### src/hdl/sem_ram.sv
// Generic simple dual-port RAM, one write and one registered read port.
// No dependencies.
`timescale 1ns / 1ps

module sem_ram #(
    parameter int DEPTH = 16,
    parameter int WIDTH = 32
) (
    input  logic                                      i_clk,
    input  logic                                      i_we,
    input  logic [((DEPTH > 1) ? $clog2(DEPTH) : 1)-1:0] i_waddr,
    input  logic [WIDTH-1:0]                          i_wdata,
    input  logic [((DEPTH > 1) ? $clog2(DEPTH) : 1)-1:0] i_raddr,
    output logic [WIDTH-1:0]                          o_rdata
);

    logic [WIDTH-1:0] mem [DEPTH];

    always_ff @(posedge i_clk) begin
        if (i_we) begin
            mem[i_waddr] <= i_wdata;
        end
    end

    always_ff @(posedge i_clk) begin
        o_rdata <= mem[i_raddr];
    end

endmodule

### config.mk
export PLATFORM = sky130hd
export DESIGN_NAME = sem_ram
export DESIGN_NICKNAME = d
export VERILOG_FILES = /design/src/hdl/sem_ram.sv
export SDC_FILE = /design/constraint.sdc
export NUM_CORES = 1
export LEC_CHECK = 0
export ABC_CLOCK_PERIOD_IN_PS = 4800
export BUFFER_PORTS_ARGS = -buffer_cell sky130_fd_sc_hd__buf_2
export CAP_MARGIN = 10
export CORE_AREA = 4 4 216 218
export CTS_CLUSTER_SIZE = 8
export DETAILED_ROUTE_END_ITERATION = 10
export DIE_AREA = 0 0 220 222
export GPL_TIMING_DRIVEN = 0
export MAX_ROUTING_LAYER = met4
export PLACE_DENSITY = 0.61
export SLEW_MARGIN = 20
export SYNTH_ARGS = -nofsm -noshare
export SYNTH_HDL_FRONTEND = slang
export SYNTH_SLANG_ARGS = --single-unit
### constraint.sdc
create_clock -name i_clk -period 4.8 [get_ports i_clk]
set_input_delay 0.24 -clock i_clk [delete_from_list [all_inputs] [get_ports i_clk]]
set_output_delay 0.24 -clock i_clk [all_outputs]
set_load 0.02 [all_outputs]
* Word-level counts from Yosys, hierarchy flattened
Memory sizes are Yosys's and may differ from the RTL's. A register that Yosys moved wholly into a read port is not among the register bits. Index checks and enable logic that the tools add are counted.
Storage, ports and cells: bits of input ports 42, memories 1, register bits after elaboration 0, output and inout port bits 32, bits in writable memories 512, word-level logic and storage cells 3
Memory list:
- mem | depth 16, bits a word 32, read ports 1, clocked after Yosys merged registers in 1, write ports 1, RTL line 17 | logic [WIDTH-1:0] mem [DEPTH];
Operators by class: multiplexer cells 2
Operator list (number):
- two-way mux 1 bit | 2

* Longest topological paths before layout
word-level depth 2, mapped depth 5, gate-level depth less buffers 3

* Worst setup path before layout
OpenSTA, ideal clock, no wires.
path kind input-to-reg, from in i_waddr[2] in the netlist's numbering, to mem mem[0][0] (enable), stages on the path 2, path slack 1.380 ns, library setup time 0.461 ns, path buffers 0, arrival 2.958 ns, required time 4.339 ns, path through or3b_2 nor3_1
RTL lines:
- start, declared | RTL line 11 | input logic [((DEPTH > 1) ? $clog2(DEPTH) : 1)-1:0] i_waddr,
- end, declared | RTL line 17
Straight into the memory's write port.

* Worst setup path in the final report
from in i_waddr[2] in the netlist's numbering, to mem mem[8][27] (enable)
Straight into the memory's write port.

==> run_results.csv <==
group,metric,value,unit
yosys,synth_compound_area_share,2.420,%
worst_hold_path,holdPathEnd,"mem[12][30]$_DFFE_PP_",
routing,via_per_inst,5.537,
yosys,synth.top_cell.area_share,77.44,%
clock_tree,cts_tree,"yes",
clock_tree,clk_latency,0.59,ns
yosys,yosys.cell_types.count,18,
power,p_int,0.008694,W
worst_setup_path,crit_path_max_fanout,7,
finish,fin_nets,1073,
yosys,synth_top_family_by_area,"multiplexers",
clock_tree,cts_setup_buffers,0,
yosys,ys_top_cells_by_count,"512 x edfxtp_1, 128 x mux4_2, 64 x a22oi_1, 33 x nand2_1, 32 x dfxtp_1",
yosys,synth-xor-area-share,0,%
timing,drv_slew,0,
timing,post-route-period-util,35.01,%
placed_design,gp_congestion,0.7243,
global_routing,grt_pass1_wl,64800,um
routing,drc_errors,0,
placed_design,dp_hpwl,27910,um
worst_hold_path,hp-class,"in2reg",
worst_setup_path,reg2reg_setup_slack,3.41,ns
routing,wl,43980,um
yosys,synth_ff_type,"edfxtp_1",
worst_hold_path,hold_depth,1,
finish,utilization,53.76,%
yosys,synthSimpleGateAreaFrac,1.273,%
placed_design,place_area,0.02182,mm2
yosys,syn_avg_cell_area,23.69,um2
global_routing,track_usage,18.86,%
clock_tree,htreeDepth,3,
finish,fillCellCount,3434,
power,swShare,20.62,%
worst_setup_path,setup.worst_path.end_class,"flip-flop",
finish,final_area,0.02414,mm2
worst_setup_path,reg2regPathDepth,3,
yosys,yosys.area.top_type,"edfxtp_1",
floorplan,die_height,222,um
timing,finalClockSkew,0.01575,ns
routing,ant_nets,0,
yosys,synth_edf_count,512,
power,power_frac_seq,48.8,%
clock_tree,holdBufCountCts,0,
routing,wire_per_inst,25.91,um
worst_setup_path,r2r_end,"o_rdata[19]$_DFF_P_",
run,maxCapViolCount,0,
yosys,syn_area,0.01985,mm2
worst_setup_path,critPathArrivalTime,1.96,ns
worst_setup_path,rr_startpoint,"mem[8][19]$_DFFE_PP_",
floorplan,pin_count,74,
timing,relSlewSlack,36.99,%
global_routing,overflow,0,
yosys,synth_nets,880,
routing,drt-initial-drc-count,887,
clock_tree,numCtsBuffers,78,
timing,grt_setup_unrepaired,"false",
routing,vias,9396,
yosys,yosys_warnings,0,
yosys,synthAdderAreaFrac,0,%
placed_design,port_buffers,71,
clock_tree,root_buffer,"clkbuf_16",
global_routing,grt_start_max_net_pins,19,
power,powerDensity,453.8,mW/mm2
yosys,synth.area.mux_share,14.52,%
routing,first_pass_iters,5,
floorplan,fp.dieW,220,um
yosys,seq_area_frac_synth,80.67,%
timing,tightest_slew,0.9451,ns
yosys,yosysMostFrequentCell,"edfxtp_1",
clock_tree,clk_pin_slew_worst_paths,0.05,ns
floorplan,core-area,0.04489,mm2
timing,period_needed,1.681,ns
floorplan,num_rows,78,
timing,clock.fmax,595.0,MHz
floorplan,initial_core_util,44.23,%
yosys,synth.area.top_cells,"edfxtp_1 77%, mux4_2 15%, dfxtp_1 3.2%",
finish,area.sequential,0.01602,mm2
status,outcome,"complete, no violations",
clock_tree,clock_path_buffers,3,
finish,multi_input_area,0.003726,mm2
power,power_switching,0.002259,W
power,combPwrFrac,4.9,%
worst_hold_path,min_from,"i_wdata[30]",
clock_tree,clock_sinks,544,
power,ir_worst_vdd,327.2,uV
yosys,syn_inst,838,
timing,final.setup.tns,0,ns
yosys,ys_ff_latch,544,
finish,layout-drive-gt1-share,33.03,%
yosys,async_reset_ff_share,0,%
timing,finalSetupViolCount,0,
finish,area_delta_synth_final,21.57,%
power,clkPwrFrac,46.3,%
worst_setup_path,start_kind,"input pin",
power,p_leak,7.863,nW
timing,finalHoldViolCount,0,
global_routing,grt_pass1_vias,9756,
global_routing,antenna_found_initial,3,
worst_setup_path,criticalPathCategory,"in2reg",
floorplan,design.die.area,0.04884,mm2
worst_setup_path,worstPathRequired,5.07,ns
clock_tree,ctsResizeCount,0,
-- how the worst max path moves through the flow --
stage | end | from | slack (ns) | cells past startpoint
3_5_place_dp | mem[8][29]$_DFFE_PP_ | i_waddr[2] | 2.51 | 6
5_1_grt | mem[8][27]$_DFFE_PP_ | i_waddr[2] | 3.04 | 6
3_3_place_gp | mem[0][3]$_DFFE_PP_ | i_waddr[2] | -1.49 | 3
6_report | mem[8][27]$_DFFE_PP_ | i_waddr[2] | 3.12 | 6
2_1_floorplan | mem[0][0]$_DFFE_PP_ | i_waddr[2] | 1.38 | 2
4_1_cts | mem[8][27]$_DFFE_PP_ | i_waddr[2] | 3.13 | 6
-- cells in the final DEF (no fill, tap or decap), types with 4 or more instances in the layout --
master     instances
a22oi_1           64
buf_1              9
buf_16            19
buf_2             75
buf_4             25
buf_6              8
clkbuf_1          73
clkbuf_16         82
dfxtp_1           32
diode_2            4
edfxtp_1         512
mux4_2           128
nand2_1           33
nor2_4            12
nor3_2             4
-- sequential cells by signal (all words and copies together), names as in the netlist --
register / flops
mem: 512
o_rdata: 32
-- layer usage --
layer / routed length, um / track usage, %
met1: 19060 / 27.25
met2: 21030 / 27.59
met3: 2962 / 3.673
met4: 922 / 5.774
met5: 0 / -
-- through the flow --
stage | total power (W) | std cells | hold WS, ns | setup slack [ns]
4_1_cts | 0.01105 | 1693 | 0.001776 | 3.134
3_3_place_gp | 0.005939 | 1509 | 0.6113 | -1.491
5_1_grt | 0.01131 | 1696 | 0.02436 | 3.038
3_5_place_dp | 0.005978 | 1551 | 0.6272 | 2.512
2_1_floorplan | 0.005730 | 838 | 0.3389 | 1.380
6_report | 0.01095 | 1697 | 0.02475 | 3.119
-- critical path, cell delays in order --
cell and delay [ns]:
buf_2 0.11, nand3b_1 0.39, nor3_2 0.54, buf_4 0.27, buf_4 0.18, buf_4 0.21
-- final cells by class --
cell class	count	share of cell area, %
antenna	4	0.04147
buffer	43	0.9228
clock buffer	138	9.373
clock inverter	4	0.1763
multi-input combinational	251	15.44
sequential	544	66.36
tap	600	3.110
timing repair buffer	113	4.583
-- power groups by stage --
| stage | registers, W | logic (W) | clock network, W |
|---|---|---|---|
| after CTS | 0.00535 | 0.000544 | 0.00516 |
| after detailed placement | 0.00544 | 0.000542 | 0 |
| final | 0.00535 | 0.000532 | 0.00507 |
| after global placement | 0.00544 | 0.000503 | 0 |
| after global routing | 0.00535 | 0.000571 | 0.00539 |
| after floorplan | 0.00547 | 0.000255 | 0 |
-- cells by family (layout without fill, tap and decap cells) --
kind of cell	Yosys count	count (layout)
and+or+nand+nor	59	59
muxes	128	128
buffers and inverters	43	298
other	0	4
AOI/OAI and AO/OA	64	64
DFF	544	544
Power figures use the tool's default switching activity.
